File: config.mk
export PLATFORM = sky130hd
export DESIGN_NAME = chm_fifo
export DESIGN_NICKNAME = d
export VERILOG_FILES = /design/src/design/chm_fifo.sv
export SDC_FILE = /design/constraint.sdc
export NUM_CORES = 1
export LEC_CHECK = 0
export ABC_AREA = 1
export BUFFER_PORTS_ARGS = -buffer_cell sky130_fd_sc_hd__buf_4
export CAP_MARGIN = 20
export CORE_MARGIN = 2
export CORE_UTILIZATION = 47
export CTS_BUF_LIST = sky130_fd_sc_hd__clkbuf_2 sky130_fd_sc_hd__clkbuf_4 sky130_fd_sc_hd__clkbuf_8
export CTS_CLUSTER_DIAMETER = 150
export DETAILED_ROUTE_END_ITERATION = 16
export GPL_ROUTABILITY_DRIVEN = 0
export PLACE_DENSITY = 0.75
export SKIP_LAST_GASP = 1
export SYNTH_ARGS = -nofsm -noshare
export SYNTH_HDL_FRONTEND = slang
export SYNTH_SLANG_ARGS = --single-unit
File: constraint.sdc
create_clock -name i_clk -period 1.29 [get_ports i_clk]
set_input_delay 0.0645 -clock i_clk [delete_from_list [all_inputs] [get_ports i_clk]]
set_output_delay 0.0645 -clock i_clk [all_outputs]
set_load 0.02 [all_outputs]
File: src/design/chm_fifo.sv
// Two-entry queue between the classifying front end and the table sequencer.
// Depends on nothing.
module chm_fifo #(
    parameter int W = 8
) (
    input  logic         i_clk,
    input  logic         i_rst_n,
    input  logic         i_push_valid,
    output logic         o_push_ready,
    input  logic [W-1:0] i_push_data,
    output logic         o_pop_valid,
    input  logic         i_pop_ready,
    output logic [W-1:0] o_pop_data
);
    logic [W-1:0] r_mem [2];
    logic         r_wptr;
    logic         r_rptr;
    logic [1:0]   r_cnt;
    logic         push;
    logic         pop;

    assign o_push_ready = (r_cnt != 2'd2);
    assign o_pop_valid  = (r_cnt != 2'd0);
    assign o_pop_data   = r_mem[r_rptr];
    assign push = i_push_valid && o_push_ready;
    assign pop  = o_pop_valid && i_pop_ready;

    always_ff @(posedge i_clk) begin
        if (push) begin
            r_mem[r_wptr] <= i_push_data;
        end
    end

    always_ff @(posedge i_clk) begin
        if (!i_rst_n) begin
            r_wptr <= 1'b0;
            r_rptr <= 1'b0;
            r_cnt  <= 2'd0;
        end else begin
            if (push) begin
                r_wptr <= ~r_wptr;
            end
            if (pop) begin
                r_rptr <= ~r_rptr;
            end
            case ({push, pop})
                2'b10:   r_cnt <= r_cnt + 2'd1;
                2'b01:   r_cnt <= r_cnt - 2'd1;
                default: r_cnt <= r_cnt;
            endcase
        end
    end
endmodule

After elaboration in Yosys (flattened, before gate mapping):

Memory sizes are Yosys's and may differ from the RTL's. A register that Yosys moved wholly into a read port is not among the register bits.
Index checks and enable logic that the tools add are counted.

* memories kept: 1
* logic and storage cells: 20
* input port bits: 12
* output and inout bits: 10
* register bits: 4
* bits in writable memories: 16

Memories
* r_mem: words 2, width 8, rd ports 1, clocked after memory_dff 1, write ports 1, line 15 `logic [W-1:0] r_mem [2];`

* eq/ne operators: 3
* bitwise logic cells: 2
* reduce and logical (&&, ||, !) cells: 4
* multiplexer cells: 5
* add/subtract/negate cells: 2

Operators by type and width (number)
* 2-to-1 mux 1 bit: 4
* one-hot mux 2 bit (2 select lines): 1
* nonzero test 2 bit: 2
* adder 2 x 1 -> 2 bit, second input constant: 1
* == test 2 x 1 -> 1 bit, second input constant: 1
* == test 2 bit, second input constant: 1
* logical AND 1 bit: 2
* != test 2 bit, second input constant: 1
* inverter 1 bit: 2
* subtractor 2 x 1 -> 2 bit, second input constant: 1

Depth between registers and ports, before layout:

* depth after elaboration: 4
* mapped depth: 9
* mapped depth without buffers: 9

Least setup slack after synthesis:

OpenSTA, ideal clock, no wires.

* path type: register to register
* start: reg r_cnt[0]
* end: mem r_mem[1][0], enable pin
* path slack: -0.079 ns
* arrival time: 0.999 ns
* stages on the path, launching flop included: 5
* buffers on the path: 0
* setup time: 0.370 ns
* clock period less this slack: 1.369 ns
* required time: 0.920 ns
* cells stage by stage: dfxtp_1 -> inv_2 -> nand2_4 -> nand2_4 -> nor2_1

* longest elaborated chain between the ends: 4

Ends and longest elaborated chain
* start: declaration: line 18 `logic [1:0] r_cnt;`
* start signal: assignment: line 47 `2'b10: r_cnt <= r_cnt + 2'd1;`
* start signal: assignment: line 48 `2'b01: r_cnt <= r_cnt - 2'd1;`
* start signal: assignment: line 49 `default: r_cnt <= r_cnt;`
* != test 2 bit: line 22 `assign o_push_ready = (r_cnt != 2'd2);`
* net o_push_ready: line 9 `output logic o_push_ready,`
* logical AND 1 bit: line 25 `assign push = i_push_valid && o_push_ready;`
* 2-to-1 mux 1 bit: line 29 `if (push) begin`
* 2-to-1 mux 1 bit (not written as such): line 30 `r_mem[r_wptr] <= i_push_data;`
* end: declaration: line 15

The timed path passes the listed nets, and every way through them passes these cells.

==> results.toml <==
[final_layout]
antenna_cells = 0
fill_cells = 113
postLayoutCoreUtil_pct = 74.30
synthToLayoutAreaGrowth_pct = 50.83
nets = 114
drive_above_1_share_pct = 48.00

[yosys]
synth_ff_type = "edfxtp_1"
synthTopCellsByCount = "edfxtp_1 (16), nor2_1 (10), nand2_1 (6)"
synth_area_leaders = "edfxtp_1 (58%), dfxtp_1 (12%), mux2_1 (6.8%), nor2_1 (4.5%), mux2_2 (4.1%)"
ys_ff_latch = 21
yosys_warnings = 0
synth.distinct_cells = 17
synth_top_area_cell = "edfxtp_1"
syn_area_per_cell_um2 = 13.64
syn_nets = 74
netlist.area_leader.share_pct = 57.74
yosysSeqAreaShare_pct = 69.77
synth-edff-count = 16
postSynthCellCount = 61
synthesis.area_um2 = 832.0
synth_async_sr_flop_share_pct = 0
yosysMostFrequentCell = "edfxtp_1"

[route]
drt-pass1-iter-count = 4
vias_per_cell = 4.872
via_count = 570
wirelength_um = 1590
antenna_left = 0
routedWlPerCell_um = 13.59
drc = 0
drt_iter0_drc = 10

[worst_setup_path]
r2r_cells = 7
cp.arrival_ns = 1.21
crit_fanout = 4
worst_path_largest_cell_delay_ns = 0.36
timing.rr.start = "r_cnt[1]$_SDFFE_PN0P_"
rrSetupSlack_ns = 0.07
end_kind = "primary output"
crit_chain = "buf_6 > mux2_4 > buf_6"
slowest_stage = "dfxtp_2"
worst-setup-path-type = "flop to primary output"
cp_common_cell = "buf_6"
reg2reg_to = "r_cnt[1]$_SDFFE_PN0P_"
required_ns = 1.23
start_kind = "flop"

[floorplanning]
core_um2 = 1689
io_pins = 22
initial_core_util_pct = 49.26
die_w_um = 46.08
die_y_um = 46.08
design.die.area_um2 = 2123
rows = 15

[global_routing]
grt_max_degree = 13
antenna_found_initial = 0
gr-usage-all-layers_pct = 13.57
gr-total-overflow = 0
grt_pass1_vias = 472
grt_pass1_wl_um = 1945

[sta]
rsz0062_at_grt = "true"
fmax_mhz = 784.9
tightest_slew_ns = 0.1265
fin_ws_ns = 0.01587
clock_skew_ns = 0.0006410
finalSetupTns_ns = 0
hold_violations = 0
fin_crit_sh_pct = 98.77
relSlewSlack_pct = 91.53
finalMaxSlewViolations = 0
fin_crit_ns = 1.274
setup_viol = 0

[clock_network]
cts_tree = "done"
clk_pin_slew_ns = 0.11
numCtsBuffers = 3
cts_max_path_buffers = 2
root_buffer = "clkbuf_4"
cts_num_sinks = 21
insertion_delay_ns = 0.29
htree_levels = 1

[place]
post-dp-hpwl_um = 965.2
io_buffers = 21
dp_slack_ns = -0.0002497

[run_status]
status = "completed"

[hold_path]
hold_class = "input port to flop"
holdPathStages = 3
min_from = "i_push_valid"
holdPathEnd = "r_wptr$_SDFFE_PN0N_"

[power_and_ir_drop]
leakagePower_nw = 0.5302
p_per_area_nw_per_um2 = 1563
ir_worst_vdd_v = 0.001299

[job]
cap_violations = 0
==> worst max-delay path: cells and delay by family, from the launching register on <==
family / cells / cell delay, ns
buf+inv: 2 / 0.25
flops: 1 / 0.36
mux: 1 / 0.31
==> stage by stage <==
| stage | hold slack (ns) | area (um^2) | std cells | total power, mW |
|---|---|---|---|---|
| 6_report | 0.05284 | 1255 | 117 | 1.962 |
| 5_1_grt | 0.03559 | 1255 | 117 | 2.070 |
| 4_1_cts | 0.005508 | 1166 | 115 | 1.824 |
| 3_5_place_dp | 0.2519 | 1044 | 103 | 1.485 |
| 3_3_place_gp | 0.2491 | 1044 | 103 | 1.467 |
| 2_1_floorplan | 0.1634 | 832.0 | 61 | 1.241 |
==> layout by cell type, fill, tap and decap left out <==
cell type and n:
a21oi_1 2, buf_4 17, buf_6 10, clkbuf_4 3, clkinv_2 1, dfxtp_1 2
dfxtp_2 2, dfxtp_4 1, dlygate4sd3_1 9, edfxtp_1 16, ha_4 1, inv_1 3
inv_2 2, mux2_4 8, nand2_1 6, nand2_4 2, nand3_1 1, nand4_1 1
nor2_1 10, o21a_1 1, o21ai_1 1, o21ai_2 1
==> cell type report <==
| cell class | instances | area [um^2] | area share, % |
|---|---|---|---|
| sequential | 21 | 586.8 | 46.76 |
| timing repair buffer | 36 | 330.3 | 26.32 |
| multi-input combinational | 34 | 270.3 | 21.54 |
| clock buffer | 3 | 22.52 | 1.795 |
| tap | 17 | 21.27 | 1.695 |
| inverter | 5 | 18.77 | 1.496 |
| clock inverter | 1 | 5.005 | 0.3988 |
==> layer usage <==
metal	vias up	routed length, um	track usage [%]
met5	-	0	0
met4	0	12	5.143
met3	2	48	3.529
met2	13	866	22.50
met1	266	663	16.88
li1	289	-	-
==> state kept, by name, summed over array words and instances (netlist names), named ones only <==
signal  cells
r_rptr      1
r_cnt       2
r_wptr      1
r_mem      16
==> cell families (layout without fill, tap and decap cells) <==
family                   count (synthesis)  in the layout  synth area share (%)
adder cells (fa/ha/maj)                  1              1                 1.504
AND/OR/NAND/NOR                         20             20                 11.28
buffers and inverters                    6             45                 2.856
AO/OA/AOI/OAI                            5              5                 3.759
multiplexers                             8              8                 10.83
flip-flops                              21             21                 69.77
==> timing repair <==
action                                  in CTS  in global routing
buffers inserted                             0                  1
gates resized for setup                      6                 19
cloned                                       0                  0
hold endpoints to repair                    16                  1
pin swaps                                    0                  3
hold buffers                                 8                  1
endpoints found under the setup margin       9                 10
==> where the power goes <==
group | total (mW) | internal, mW | leakage (nW) | switching (mW)
Combinational | 0.773 | 0.403 | 0.320 | 0.370
Sequential | 0.891 | 0.838 | 0.192 | 0.0529
Clock | 0.298 | 0.115 | 0.0177 | 0.183
Total | 1.96 | 1.36 | 0.530 | 0.606
==> worst max path at each step <==
stage	from	slack, ns	to
global route	flop	-0.03	o_pop_data[5]
CTS	flop	-0.03	o_pop_data[5]
detailed placement	r_cnt[1]$_SDFFE_PN0P_	-0.0002	r_cnt[1]$_SDFFE_PN0P_
global placement	r_cnt[1]$_SDFFE_PN0P_	0.06	r_cnt[1]$_SDFFE_PN0P_
floorplan	r_cnt[0]$_SDFFE_PN0P_	-0.08	r_mem[1][0]$_DFFE_PP_
finish	flop	0.02	o_pop_data[4]
Power figures use the tool's default switching activity.
