File: src/design/chm_pkg.sv
// Shared types and constants for the chained hash map engine.
// No dependencies; chm_front, chm_back and the core module import this package.
package chm_pkg;

    localparam int KEY_W           = 63;
    localparam int VAL_W           = 64;
    localparam int CNT_OUT_W       = 11;
    localparam int CFG_W           = 9;
    localparam int DEF_MAX_BUCKETS = 256;
    localparam int DEF_NODE_POOL   = 1024;
    localparam logic [CFG_W-1:0] CFG_RESET = 9'd256;
    // The remainder unit retires this many key bits per cycle.
    localparam int REM_BITS  = 8;
    localparam int REM_STEPS = 8;

    typedef enum logic [1:0] {
        ACT_INSERT = 2'd0,
        ACT_GET    = 2'd1,
        ACT_SET    = 2'd2,
        ACT_ERASE  = 2'd3
    } t_action;

    typedef struct packed {
        t_action            action;
        logic [KEY_W-1:0]   key;
        logic [VAL_W-1:0]   value;
    } t_cmd;

    typedef enum logic [3:0] {
        BS_IDLE,
        BS_HEAD,
        BS_HWAIT,
        BS_RD,
        BS_CMP,
        BS_ARD,
        BS_ALLOC,
        BS_LINK,
        BS_UNLINK,
        BS_FREE,
        BS_RESP
    } t_bstate;

endpackage

File: src/design/chm_if.sv
// Valid/ready channel interfaces for the request and result beats.
// Depends on nothing; used by the front, back and top-level modules.
interface chm_in_if;
    logic        valid;
    logic        ready;
    logic [1:0]  action;
    logic [62:0] key;
    logic [63:0] value;
    modport source (output valid, action, key, value, input ready);
    modport sink   (input valid, action, key, value, output ready);
endinterface


File: src/design/chm_front.sv
// Front end: accepts request beats, holds the bucket count register and
// works out the bucket index with an eight-bits-per-cycle remainder unit.
// Depends on chm_pkg and chm_if.
module chm_front
    import chm_pkg::*;
#(
    parameter int MAX_BUCKETS = DEF_MAX_BUCKETS,
    localparam int BKT_W = (MAX_BUCKETS > 1) ? $clog2(MAX_BUCKETS) : 1,
    localparam int DIV_W = $clog2(MAX_BUCKETS + 1)
) (
    input  logic             i_clk,
    input  logic             i_rst_n,
    input  logic             i_cfg_we,
    input  logic [CFG_W-1:0] i_cfg_wdata,
    chm_in_if.sink           i_in,
    output logic             o_push_valid,
    input  logic             i_push_ready,
    output t_cmd             o_push_cmd,
    output logic [BKT_W-1:0] o_push_bkt
);
    localparam int STEP_W = $clog2(REM_STEPS);
    localparam int SHR_W  = REM_BITS * REM_STEPS;

    logic [CFG_W-1:0]  r_bucket_count;
    logic              r_busy;
    logic              r_done;
    logic [STEP_W-1:0] r_step;
    t_cmd              r_cmd;
    logic [SHR_W-1:0]  r_shift;
    logic [DIV_W-1:0]  r_div;
    logic [DIV_W-1:0]  r_rem;
    logic [DIV_W-1:0]  n_rem;
    logic [DIV_W-1:0]  eff_div;
    logic              accept;

    // Zero selects one bucket; anything above the table size saturates.
    always_comb begin
        logic [31:0] cfg32;
        cfg32 = 32'(r_bucket_count);
        if (cfg32 == 32'd0) begin
            eff_div = DIV_W'(1);
        end else if (cfg32 > 32'(MAX_BUCKETS)) begin
            eff_div = DIV_W'(MAX_BUCKETS);
        end else begin
            eff_div = cfg32[DIV_W-1:0];
        end
    end

    // Restoring remainder over one byte of the key, most significant first.
    always_comb begin
        logic [DIV_W:0]     t;
        logic [DIV_W-1:0]   rem;
        logic [REM_BITS-1:0] byte_in;
        rem     = r_rem;
        byte_in = r_shift[SHR_W-1 -: REM_BITS];
        for (int j = REM_BITS - 1; j >= 0; j--) begin
            t = {rem, byte_in[j]};
            if (t >= {1'b0, r_div}) begin
                t = t - {1'b0, r_div};
            end
            rem = t[DIV_W-1:0];
        end
        n_rem = rem;
    end

    assign i_in.ready   = !r_busy;
    assign accept       = i_in.valid && !r_busy;
    assign o_push_valid = r_done;
    assign o_push_cmd   = r_cmd;
    assign o_push_bkt   = BKT_W'(r_rem);

    always_ff @(posedge i_clk) begin
        if (accept) begin
            r_cmd.action <= t_action'(i_in.action);
            r_cmd.key    <= i_in.key;
            r_cmd.value  <= i_in.value;
            r_shift      <= SHR_W'(i_in.key);
            r_div        <= eff_div;
            r_rem        <= '0;
        end else if (r_busy && !r_done) begin
            r_shift <= r_shift << REM_BITS;
            r_rem   <= n_rem;
        end
    end

    always_ff @(posedge i_clk) begin
        if (!i_rst_n) begin
            r_bucket_count <= CFG_RESET;
            r_busy         <= 1'b0;
            r_done         <= 1'b0;
            r_step         <= '0;
        end else begin
            if (i_cfg_we) begin
                r_bucket_count <= i_cfg_wdata;
            end
            if (accept) begin
                r_busy <= 1'b1;
                r_step <= '0;
            end else if (r_busy && !r_done) begin
                r_step <= r_step + STEP_W'(1);
                if (r_step == STEP_W'(REM_STEPS - 1)) begin
                    r_done <= 1'b1;
                end
            end else if (r_done && i_push_ready) begin
                r_done <= 1'b0;
                r_busy <= 1'b0;
            end
        end
    end
endmodule

File: src/flat_wrapper.sv
// flat-port wrapper written by rule: the top's interface ports become plain ports
module chm_front_flat import chm_pkg::*;
#(
    parameter int MAX_BUCKETS = DEF_MAX_BUCKETS,
    localparam int BKT_W = (MAX_BUCKETS > 1) ? $clog2(MAX_BUCKETS) : 1,
    localparam int DIV_W = $clog2(MAX_BUCKETS + 1)
)
  (i_clk, i_rst_n, i_cfg_we, i_cfg_wdata, o_push_valid, i_push_ready, o_push_cmd, o_push_bkt, i_in_valid, i_in_action, i_in_key, i_in_value, i_in_ready);
  chm_in_if i_in_i ();
  input  logic i_clk;
  input  logic i_rst_n;
  input  logic i_cfg_we;
  input  logic [CFG_W-1:0] i_cfg_wdata;
  output logic o_push_valid;
  input  logic i_push_ready;
  output t_cmd o_push_cmd;
  output logic [BKT_W-1:0] o_push_bkt;
  input wire logic [$bits(i_in_i.valid)-1:0] i_in_valid;
  input wire logic [$bits(i_in_i.action)-1:0] i_in_action;
  input wire logic [$bits(i_in_i.key)-1:0] i_in_key;
  input wire logic [$bits(i_in_i.value)-1:0] i_in_value;
  output wire logic [$bits(i_in_i.ready)-1:0] i_in_ready;
  assign i_in_i.valid = i_in_valid;
  assign i_in_i.action = i_in_action;
  assign i_in_i.key = i_in_key;
  assign i_in_i.value = i_in_value;
  assign i_in_ready = i_in_i.ready;
  chm_front #(.MAX_BUCKETS(MAX_BUCKETS)) u_core (.i_clk(i_clk), .i_rst_n(i_rst_n), .i_cfg_we(i_cfg_we), .i_cfg_wdata(i_cfg_wdata), .i_in(i_in_i), .o_push_valid(o_push_valid), .i_push_ready(i_push_ready), .o_push_cmd(o_push_cmd), .o_push_bkt(o_push_bkt));
endmodule
File: config.mk
export PLATFORM = sky130hd
export DESIGN_NAME = chm_front_flat
export DESIGN_NICKNAME = d
export VERILOG_FILES = /design/src/design/chm_pkg.sv /design/src/design/chm_if.sv /design/src/design/chm_front.sv /design/src/flat_wrapper.sv
export SDC_FILE = /design/constraint.sdc
export NUM_CORES = 1
export LEC_CHECK = 0
export ABC_AREA = 1
export BUFFER_PORTS_ARGS = -buffer_cell sky130_fd_sc_hd__buf_2
export CAP_MARGIN = 10
export CORE_ASPECT_RATIO = 1.4
export CORE_MARGIN = 5
export CORE_UTILIZATION = 35
export CTS_CLUSTER_DIAMETER = 200
export CTS_CLUSTER_SIZE = 10
export DETAILED_ROUTE_END_ITERATION = 12
export PLACE_DENSITY = 0.54
export SLEW_MARGIN = 10
export SYNTH_ARGS = -nofsm -noshare
export SYNTH_HDL_FRONTEND = slang
export SYNTH_SLANG_ARGS = --single-unit
export TNS_END_PERCENT = 20
File: constraint.sdc
create_clock -name i_clk -period 19.8 [get_ports i_clk]
set_input_delay 3.96 -clock i_clk [delete_from_list [all_inputs] [get_ports i_clk]]
set_output_delay 3.96 -clock i_clk [all_outputs]
set_load 0.005 [all_outputs]
# Word level (Yosys, flattened, before mapping)
# Cells that the tools add are included.
totals:
  reg_bits: 225
  out_inout_bits: 139
  wordCells: 64
op_classes:
  add_sub_neg: 9
  n_lt_le_gt_ge: 9
  n_eq_ne: 3
  muxes: 16
  bitwise_logic: 2
  n_reduce_logical: 13
ops:
  columns: ["cell", "count"]
  rows:
  - ["$mux 63", 2]
  - ["$mux 9", 9]
  - ["$ge 10x9->1", 8]
  - ["$sub 9x9->9", 8]
  - ["$gt 9x9->1 const B", 1]
  - ["$logic_not 9->1", 1]
  - ["$reduce_bool 2->1", 3]
  - ["$mux 1", 5]
  - ["$reduce_or 2->1", 2]
  - ["$add 3x1->3 const B", 1]
  - ["$eq 3x3->1 const B", 1]
  - ["$logic_and 1x1->1", 3]
  - ["$reduce_and 3->1", 1]
  - ["$logic_not 1->1", 2]
  - ["$ne 2x1->1 const B", 1]
  - ["$ne 2x2->1 const B", 1]
  - ["$not 1->1", 2]
  - ["$reduce_and 2->1", 1]

# Logic depth before layout (Yosys ltp)
# Gate-level depths: netlist of run 1.
depth:
  depth_word: 16
  depth_mapped: 98
  ltp_nobuf: 95

# Least setup slack after synthesis of run 1
# OpenSTA, ideal clock, no wires.
synth_timing:
  path_kind: "register -> register"
  from: "reg u_core.r_div[1]"
  to: "reg u_core.r_rem[1]"
  arrival_ns: 13.915
  path_slack_ns: 5.770
  stages_incl_launch_ff: 92
  path_buffers: 3
  cell_sequence: "edfxtp_1 -> inv_1 -> ha_1 -> nand2_1 -> nor2_1 -> nand3_2 -> nand2_4 -> nor2_4 -> nand2_4 -> o21ai_0 -> inv_1 -> fa_1 -> inv_1 -> nand3_1 -> nand2_1 -> nand2_1 -> nand2_1 -> a21oi_4 -> [56 not listed] -> nor2_1 -> nor3_1 -> inv_1 -> a211oi_2 -> nand3_4 -> nand2_1 -> nand2_1 -> inv_1 -> ha_1 -> a21oi_1 -> nand2_1 -> a221o_1 -> a221oi_1 -> inv_1 -> a21oi_4 -> nand3_1 -> nand3_1 -> nand2_1"
synth_via:
  elab_chain_cells: 16
synth_rtl:
  columns: ["item", "line_no", "source"]
  rows:
  - ["from (decl)", "chm_front.sv:30", "logic [DIV_W-1:0] r_div;"]
  - ["from (signal assigned)", "chm_front.sv:78", "r_div <= eff_div;"]
  - ["$sub 9x9->9 / $ge 10x9->1 (equally long branches)", "chm_front.sv:59, chm_front.sv:58", null]
  - ["$mux 9", "chm_front.sv:58", "if (t >= {1'b0, r_div}) begin"]
  - ["$sub 9x9->9 / $ge 10x9->1 (equally long branches)", "chm_front.sv:59, chm_front.sv:58", null]
  - ["$mux 9", "chm_front.sv:58", null]
  - ["$sub 9x9->9 / $ge 10x9->1 (equally long branches)", "chm_front.sv:59, chm_front.sv:58", null]
  - ["$mux 9", "chm_front.sv:58", null]
  - ["$sub 9x9->9 / $ge 10x9->1 (equally long branches)", "chm_front.sv:59, chm_front.sv:58", null]
  - ["$mux 9", "chm_front.sv:58", null]
  - ["$sub 9x9->9 / $ge 10x9->1 (equally long branches)", "chm_front.sv:59, chm_front.sv:58", null]
  - ["$mux 9", "chm_front.sv:58", null]
  - ["$sub 9x9->9 / $ge 10x9->1 (equally long branches)", "chm_front.sv:59, chm_front.sv:58", null]
  - ["$mux 9", "chm_front.sv:58", null]
  - ["$ge 10x9->1 / $sub 9x9->9 (equally long branches)", "chm_front.sv:58, chm_front.sv:59", null]
  - ["$mux 9", "chm_front.sv:58", null]
  - ["$sub 9x9->9 / $ge 10x9->1 (equally long branches)", "chm_front.sv:59, chm_front.sv:58", null]
  - ["$mux 9 (*)", "chm_front.sv:58", null]
  - ["to (signal assigned)", "chm_front.sv:82", "r_rem <= n_rem;"]
  - ["to (decl)", "chm_front.sv:31", "logic [DIV_W-1:0] r_rem;"]
# Mark *: on every way between the ends. The rest lies on a longest branch, timed or not.
# A chain may end at the register's enable or synchronous reset.

# Worst setup path in the final report of run 1
layout_timing:
  from: "reg u_core.r_div[1]"
  to: "reg u_core.r_rem[6]"
# The elaborated chain is that of the path after synthesis.

==> results.json, run 1 <==
{
  "clockBufferDepth": 3,
  "maxSlewViolCount": 0,
  "final_common_cell": "nand2_1",
  "vias": 9546,
  "grt_antenna_before_repair": 7,
  "hpwlAfterDp_um": 25310,
  "setup_viol": 0,
  "synth.cell_area_sq_mm": 0.01231,
  "hp-class": "reg -> reg",
  "drive_above_1_share": 0.2431,
  "yosys.cell_types.count": 49,
  "grt_max_degree": 115,
  "synth_ff_type": "edfxtp_1",
  "ys_async_sr_fraction": 0,
  "synth_seq_cells": 225,
  "worstSetupPathType": "reg -> reg",
  "fp.coreArea_sq_mm": 0.03486,
  "die-area_sq_mm": 0.03908,
  "crit_top_cell": "nand2_1",
  "routed_wl_um": 33490,
  "cts_setup_buffers": 0,
  "crit_family": "compound AO/OA/AOI/OAI gates",
  "slowest_delay_ps": 700,
  "place_congestion": 0.8944,
  "cts-root-buf": "clkbuf_16",
  "finalCriticalPeriod_ps": 16160,
  "route.detailed.drc": 0,
  "syn_area_per_cell_sq_um": 9.801,
  "hold_buffers": 0,
  "synth_edf_count": 201,
  "cts_resized": 0,
  "regToRegSetupSlack_ps": 3640,
  "final_util": 0.4271,
  "drt_iter0_markers": 533,
  "cap_violations": 0,
  "routedWlPerCell_um": 16.64,
  "num_rows": 81,
  "grt_use_met1": 0.1829,
  "cp-end-kind": "register",
  "fillers": 3496,
  "grt_first_pass_wirelength_um": 52250,
  "skew_ps": 16.11,
  "worstPathMaxFanout": 13,
  "use_met2": 0.3037,
  "clock_latency_ps": 530,
  "top_usage_layer": "met2",
  "seq_area_frac_synth": 0.5293,
  "worst_slew_pin_slew_ps": 1012,
  "cts.sinks": 225,
  "layout_common_cells": "404 x nand2_1, 281 x buf_2, 201 x edfxtp_1, 142 x inv_1, 77 x nand3_1",
  "grt_setup_unrepaired": "no",
  "grtUsageMet3": 0.05467,
  "max_freq_mhz": 61.89,
  "areaGrowthSynthToFinish_pct": 20.97,
  "grt.overflow.total": 0,
  "crit_required_ps": 20220,
  "tns_ps": 0,
  "hold_viol_final": 0,
  "vias_per_cell": 4.742,
  "crit_slowest_cell": "a211oi_2",
  "post-route-period-util": 0.8161,
  "first_global_vias": 9816,
  "final_cells": 2013,
  "cts_tree": "done",
  "setup_slack_ps": 3642,
  "place_ws_ps": 3714,
  "htree_levels": 1,
  "drt-pass1-iter-count": 5,
  "crit_buf_inv": 17,
  "initial_utilization": 0.3531,
  "ys_warn_count": 0,
  "slew_headroom": 0.3256,
  "die_height_um": 231.9,
  "path_clk_slew_ps": 70,
  "ios": 282,
  "cts_buffers": 26,
  "numPortBuffers": 281,
  "grt.total_usage": 0.1679,
  "synthCells": 1256,
  "outcome": "complete, no violations",
  "cp.arrival_ps": 16580,
  "dp.cells": 1964,
  "die_w_um": 168.5,
  "detail-route-antenna-nets": 0,
  "cp-start-kind": "register",
  "final_nets": 1763,
  "syn-num-nets": 1483
}
[worst reg2reg max path, delay by kind of cell, from the launching register on]
| family | cells | cell delay [ps] |
|---|---|---|
| flip-flops | 1 | 540 |
| AND/OR/NAND/NOR | 42 | 4870 |
| AO/OA/AOI/OAI | 22 | 6120 |
| buffers and inverters | 17 | 1910 |
| adder cells (fa/ha/maj) | 8 | 2620 |
[Yosys cell counts (all sizes together), types with 5 or more instances]
library cell  number  share of area
xor2              33          0.023
nor3              10         0.0045
o21ai             35          0.015
clkbuf            11         0.0034
edfxtp           201           0.49
a21oi             51          0.024
buf               21          0.012
nor2              55          0.025
nand2            428           0.14
o211ai             5         0.0030
dfxtp             24          0.039
nand3             93          0.049
xnor2             19          0.014
fa                 8          0.013
o21bai             7         0.0043
nand4              9         0.0046
inv              146          0.045
ha                76          0.077
[area by class of cell]
cell class	instances	area [sq um]	share of cell area
Multi-Input combinational cell	850	5054	0.3394
Clock buffer	46	747.0	0.05016
Inverter	149	564.3	0.03789
Tap cell	456	570.5	0.03831
Clock inverter	1	6.256	0.0004201
Sequential cell	225	6516	0.4376
Timing Repair Buffer	284	1429	0.09595
Antenna cell	2	5.005	0.0003361
[final timing paths]
| check | from | end | depth (start not counted) |
|---|---|---|---|
| worst max-delay path | u_core.r_div[1] | u_core.r_rem[6] | 89 |
| worst min-delay path | u_core.r_shift[55] | u_core.r_shift[63] | 2 |
| worst max register to register | u_core.r_div[1] | u_core.r_rem[6] | 89 |
| worst min register to register | u_core.r_shift[55] | u_core.r_shift[63] | 2 |
[metrics by stage]
step	cell area [sq um]	hold slack, ps
2_1_floorplan	12310	421.5
3_3_place_gp	14130	442.1
3_5_place_dp	14130	456.0
4_1_cts	14890	469.8
5_1_grt	14890	499.7
6_report	14890	463.5
[registers in the layout (all words and copies together) (netlist names)]
signal	count
u_core.o_push_valid	1
u_core.r_busy	1
u_core.r_step	3
u_core.o_push_cmd	129
u_core.r_div	9
u_core.r_bucket_count	9
u_core.r_shift	64
u_core.r_rem	9
[layer usage]
layer	vias to the layer above	wire [um]
li1	4741	-
met1	4380	12460
met2	335	16880
met3	80	2879
met4	10	1213
met5	-	58
[cells by family (layout without fill, tap and decap cells)]
| kind of cell | count (synthesis) | after routing | synth area share |
|---|---|---|---|
| flops | 225 | 225 | 0.5293 |
| simple gates | 601 | 601 | 0.2259 |
| xor+xnor | 52 | 52 | 0.03700 |
| compound gates | 113 | 113 | 0.05651 |
| fa+ha+maj | 84 | 84 | 0.09025 |
| other cells | 0 | 2 | 0 |
| buf+inv | 181 | 480 | 0.06098 |
Power of run 1 is not shown: default switching activity piles up to over one toggle a cycle in this logic, so the estimate is an artifact.
==> run 2: changes to the inputs <==
--- a/config.mk
+++ b/config.mk
@@ -5,7 +5,7 @@
 export SDC_FILE = /design/constraint.sdc
 export NUM_CORES = 1
 export LEC_CHECK = 0
-export ABC_AREA = 1
+export ABC_AREA = 0
 export BUFFER_PORTS_ARGS = -buffer_cell sky130_fd_sc_hd__buf_2
 export CAP_MARGIN = 10
 export CORE_ASPECT_RATIO = 1.4
@@ -14,7 +14,7 @@
 export CTS_CLUSTER_DIAMETER = 200
 export CTS_CLUSTER_SIZE = 10
 export DETAILED_ROUTE_END_ITERATION = 12
-export PLACE_DENSITY = 0.54
+export PLACE_DENSITY = 0.56
 export SLEW_MARGIN = 10
 export SYNTH_ARGS = -nofsm -noshare
 export SYNTH_HDL_FRONTEND = slang
==> constraint.sdc (replaced) <==
create_clock -name i_clk -period 14.66 [get_ports i_clk]
set_input_delay 2.932 -clock i_clk [delete_from_list [all_inputs] [get_ports i_clk]]
set_output_delay 2.932 -clock i_clk [all_outputs]
set_load 0.005 [all_outputs]
==> results.json, run 2 <==
{
  "first_global_vias": 9562,
  "cp.arrival_ps": 14460,
  "cts-root-buf": "clkbuf_16",
  "max_freq_mhz": 71.25,
  "post-synth-top-count-cell": "nand2_1",
  "multi_input_area_sq_mm": 0.005520,
  "route.detailed.drc": 0,
  "grt_antenna_before_repair": 5,
  "grt.overflow.total": 0,
  "grt_first_pass_wirelength_um": 50840,
  "clock_latency_ps": 530,
  "hold_viol_final": 0,
  "crit_required_ps": 15090,
  "detail-route-antenna-nets": 0,
  "clockBufferDepth": 3,
  "htree_levels": 1,
  "grt.total_usage": 0.1754,
  "crit_top_cell": "nor2_1",
  "synth_seq_cells": 225,
  "cts_tree": "done",
  "areaGrowthSynthToFinish_pct": 38.55,
  "synth_edf_count": 201,
  "hpwlAfterDp_um": 25920,
  "path_clk_slew_ps": 60,
  "hold_buffers": 0,
  "yosysTopAreaCell": "edfxtp_1",
  "routed_wl_um": 33850,
  "synth.cell_area_sq_mm": 0.01181,
  "final_nets": 1704,
  "vias_per_cell": 4.749,
  "outcome": "complete, no violations",
  "ys_warn_count": 0,
  "final_common_cell": "buf_2",
  "regArea_sq_mm": 0.006516,
  "die-area_sq_mm": 0.03757,
  "synthTopCellsByArea": "edfxtp_1 51%, ha_1 8.1%, nand2_1 6.9%, dfxtp_1 4.1%, mux2i_1 2.7%",
  "cp-end-kind": "register",
  "final_util": 0.4913,
  "die_height_um": 227.4,
  "slew_headroom": 0.4176,
  "cts_buffers": 26,
  "hp-class": "reg -> reg",
  "num_rows": 79,
  "worstPathMaxFanout": 8,
  "drt_iter0_markers": 394,
  "grt_max_degree": 81,
  "fillers": 3071,
  "finalCriticalPeriod_ps": 14040,
  "drt-pass1-iter-count": 4,
  "synth_ff_type": "edfxtp_1",
  "cts.sinks": 225,
  "slowest_delay_ps": 450,
  "cp-start-kind": "register",
  "initial_utilization": 0.3546,
  "drive_above_1_share": 0.4102,
  "cap_violations": 0,
  "post-route-period-util": 0.9574,
  "worst_slew_pin_slew_ps": 873.6,
  "worstSetupPathType": "reg -> reg",
  "setup_viol": 0,
  "ios": 282,
  "synthTopCellsByCount": "217 x nand2_1, 201 x edfxtp_1, 76 x ha_1",
  "synthCells": 1015,
  "tns_ps": 0,
  "syn-num-nets": 1242,
  "maxSlewViolCount": 0,
  "seq_area_frac_synth": 0.5517,
  "setup_slack_ps": 624.6,
  "syn_area_per_cell_sq_um": 11.64,
  "fp.coreArea_sq_mm": 0.03331,
  "die_w_um": 165.3,
  "ys_async_sr_fraction": 0,
  "crit_slowest_cell": "or3_4",
  "vias": 9185,
  "numPortBuffers": 281,
  "layout_common_cells": "281 x buf_2, 216 x nand2_1, 201 x edfxtp_1, 170 x buf_4, 55 x ha_1",
  "yosys.cell_types.count": 72,
  "place_ws_ps": -182.2,
  "routedWlPerCell_um": 17.50,
  "skew_ps": 19.60,
  "largest_reg_flops": 129,
  "yosysTopAreaCellShare": 0.5110,
  "place_congestion": 0.9089
}
-- run 2: cell count changes after synthesis, moves of 19 or more --
cell	before	now
mux2i_1	0	32
and2_1	0	19
nand2_1	406	217
inv_1	143	48
a21o_1	3	26
mux2_2	0	22
nand3_1	77	3
nor2b_1	0	22
-- run 2: final cells by class --
type	count	area share
Multi-Input combinational cell	711	0.3373
Tap cell	445	0.03402
Clock inverter	1	0.0003823
Sequential cell	225	0.3982
Antenna cell	2	0.0003058
Inverter	48	0.01155
Timing Repair Buffer	465	0.1746
Clock buffer	37	0.04358
-- run 2: logic make-up (layout without fill, tap and decap cells) --
group,Yosys count,count (layout),share of synthesized area
other,0,2,0
buffers and inverters,79,551,0.02966
AO/OA/AOI/OAI,169,169,0.09947
multiplexers,62,62,0.05667
AND/OR/NAND/NOR,347,347,0.1321
flip-flops,225,225,0.5517
XOR/XNOR,49,49,0.03633
adder cells (fa/ha/maj),84,84,0.09407
-- run 2: metal layers --
layer,up-vias,GRT usage,part of all wire
met1,4276,0.1901,0.37
met4,6,0.06013,0.029
met3,56,0.05524,0.085
met2,275,0.3208,0.52
li1,4572,-,-
met5,-,0,0.0010
-- run 2: stage by stage --
step           area, sq um  hold WS [ps]  std cells
5_1_grt              16360         471.6       1932
6_report             16360         464.8       1934
3_3_place_gp         14970         446.4       1865
3_5_place_dp         14970         452.4       1865
4_1_cts              15780         462.6       1910
2_1_floorplan        12000         417.8       1015
-- run 2: final timing paths --
| check | start | end | slack (ps) | cells past startpoint |
|---|---|---|---|---|
| worst max-delay path | u_core.r_div[0] | u_core.r_rem[0] | 620 | 75 |
| worst min-delay path | u_core.r_step[2] | u_core.r_step[2] | 460 | 2 |
| worst max register to register | u_core.r_div[0] | u_core.r_rem[0] | 620 | 75 |
| worst min register to register | u_core.r_step[2] | u_core.r_step[2] | 460 | 2 |
-- run 2: worst max-delay path, delay by kind of cell (launching register included) --
family,cells,cell delay (ps)
AND/OR/NAND/NOR,19,2430
adder cells (fa/ha/maj),9,2300
buffers and inverters,10,1290
flip-flops,1,390
multiplexers,7,1690
AO/OA/AOI/OAI,30,5820
-- run 2: repair_timing --
item / in CTS / in global routing
pin swaps: 6 / 43
buffers inserted: 7 / 23
endpoints found under the setup margin: 9 / 9
gates resized for setup: 9 / 82
Power of run 2 is left out for the same reason.
==> run 3: changes to the inputs <==
--- a/config.mk
+++ b/config.mk
@@ -14,7 +14,8 @@
 export CTS_CLUSTER_DIAMETER = 200
 export CTS_CLUSTER_SIZE = 10
 export DETAILED_ROUTE_END_ITERATION = 12
-export PLACE_DENSITY = 0.56
+export GPL_TIMING_DRIVEN = 0
+export PLACE_DENSITY_LB_ADDON = 0.1
 export SLEW_MARGIN = 10
 export SYNTH_ARGS = -nofsm -noshare
 export SYNTH_HDL_FRONTEND = slang
==> results.json, run 3 (synthesis results as in run 2) <==
{
  "outcome": "finished, violations left",
  "violations": "setup timing",
  "maxSlewViolCount": 0,
  "die_height_um": 227.4,
  "slew_headroom": 0.4188,
  "holdWs_ps": 453.5,
  "worstSetupPathType": "reg -> reg",
  "cts_tree": "done",
  "worst_slew_pin_slew_ps": 868.6,
  "design_area_sq_mm": 0.01603,
  "detail-route-antenna-nets": 0,
  "clock_latency_ps": 520,
  "areaGrowthSynthToFinish_pct": 35.70,
  "slowest_delay_ps": 440,
  "max_freq_mhz": 66.93,
  "path_clk_slew_ps": 60,
  "regToRegSetupSlack_ps": -280,
  "dpl_cell_area_sq_mm": 0.01405,
  "worstPathMaxFanout": 8,
  "whs_path_depth": 2,
  "vias": 8958,
  "first_global_vias": 9494,
  "dp.cells": 1744,
  "hp-class": "reg -> reg",
  "cp-start-kind": "register",
  "hold_viol_final": 0,
  "die_w_um": 165.3,
  "drt_iter0_markers": 393,
  "clockBufferDepth": 3,
  "worstHoldStart": "u_core.r_rem[8]",
  "setup_slack_ps": -281.8,
  "r2r_end": "u_core.r_rem[0]",
  "routed_wl_um": 33380,
  "finalCriticalPeriod_ps": 14940,
  "r2r_cells": 73,
  "place_congestion": 0.8207,
  "cts.sinks": 225,
  "setup_viol": 9,
  "fp.coreArea_sq_mm": 0.03331,
  "cts-root-buf": "clkbuf_16",
  "hpwlAfterDp_um": 24950,
  "grt_antenna_before_repair": 7,
  "grt.overflow.total": 0,
  "initial_utilization": 0.3546,
  "vias_per_cell": 4.808,
  "post-route-period-util": 1.019,
  "grt_setup_unrepaired": "yes",
  "grt_max_degree": 58,
  "grt_first_pass_wirelength_um": 50180,
  "skew_ps": 7.917,
  "final_cells": 1863,
  "r2r-start": "u_core.r_div[0]",
  "die-area_sq_mm": 0.03757,
  "largest_reg_flops": 129,
  "min_to": "u_core.r_rem[8]",
  "final_nets": 1634,
  "crit_slowest_cell": "a2111o_1",
  "layout_common_cells": "280 x buf_2, 217 x nand2_1, 201 x edfxtp_1, 82 x buf_4, 49 x ha_1",
  "cap_violations": 0,
  "htree_levels": 1,
  "cts_buffers": 26,
  "ios": 282,
  "cp.arrival_ps": 15360,
  "hold_buffers": 0,
  "route.detailed.drc": 0,
  "grt.total_usage": 0.1710,
  "num_rows": 79,
  "crit_start": "u_core.r_div[0]",
  "final_common_cell": "buf_2",
  "routedWlPerCell_um": 17.91,
  "drive_above_1_share": 0.3891,
  "numPortBuffers": 280,
  "cp-end-kind": "register",
  "crit_required_ps": 15070,
  "drt-pass1-iter-count": 4
}
==> run 3: worst max-delay path: cells and delay by family (launching register included) <==
kind / cells / cell delay (ps)
DFF: 1 / 410
AOI/OAI and AO/OA: 31 / 6300
muxes: 9 / 2220
and+or+nand+nor: 15 / 2090
adders and majority gates: 9 / 2600
buffers and inverters: 9 / 1180
==> run 3: worst max-delay path by stage <==
stage                                  to  slack [ps]  depth (start not counted)
after floorplan           u_core.r_rem[0]          40                         72
after global placement    u_core.r_rem[1]       -2770                         73
after detailed placement  u_core.r_rem[1]       -2910                         72
after CTS                 u_core.r_rem[0]         0.3                         76
after global routing      u_core.r_rem[0]        -930                         77
final                     u_core.r_rem[0]        -280                         73
==> run 3: area by class of cell <==
cell class,count,area [sq um]
inverters,48,212.7
plain buffers,30,216.5
multi-input cells,713,5690
clock inverters,1,6.256
fillers,3168,17280
repair buffers,363,2115
flip-flops and latches,225,6516
diodes,2,5.005
well taps,445,556.8
clock buffers,36,709.4
==> run 3: layer usage <==
| layer | track usage | up-vias | wire length (um) |
|---|---|---|---|
| met1 | 0.1763 | 4216 | 11660 |
| li1 | - | 4434 | - |
| met4 | 0.06094 | 12 | 979 |
| met5 | 0 | - | 78 |
| met3 | 0.05289 | 67 | 2421 |
| met2 | 0.3224 | 229 | 18240 |
==> run 3: timing repair <==
item                       CTS  global route
setup endpoints to repair    9             9
setup buffers               53            25
cloned                       2             1
gates resized for setup     91            36
pin swaps                   37            40
==> run 3: through the flow <==
step	TNS, ps	util	worst slack (ps)
after CTS	0	0.4684	0.2611
after global placement	-24160	0.4191	-2767
final	-1972	0.4812	-281.8
after detailed placement	-25390	0.4219	-2912
after floorplan	0	-	37.74
after global routing	-7838	0.4811	-928.7
Power of run 3 is left out for the same reason.
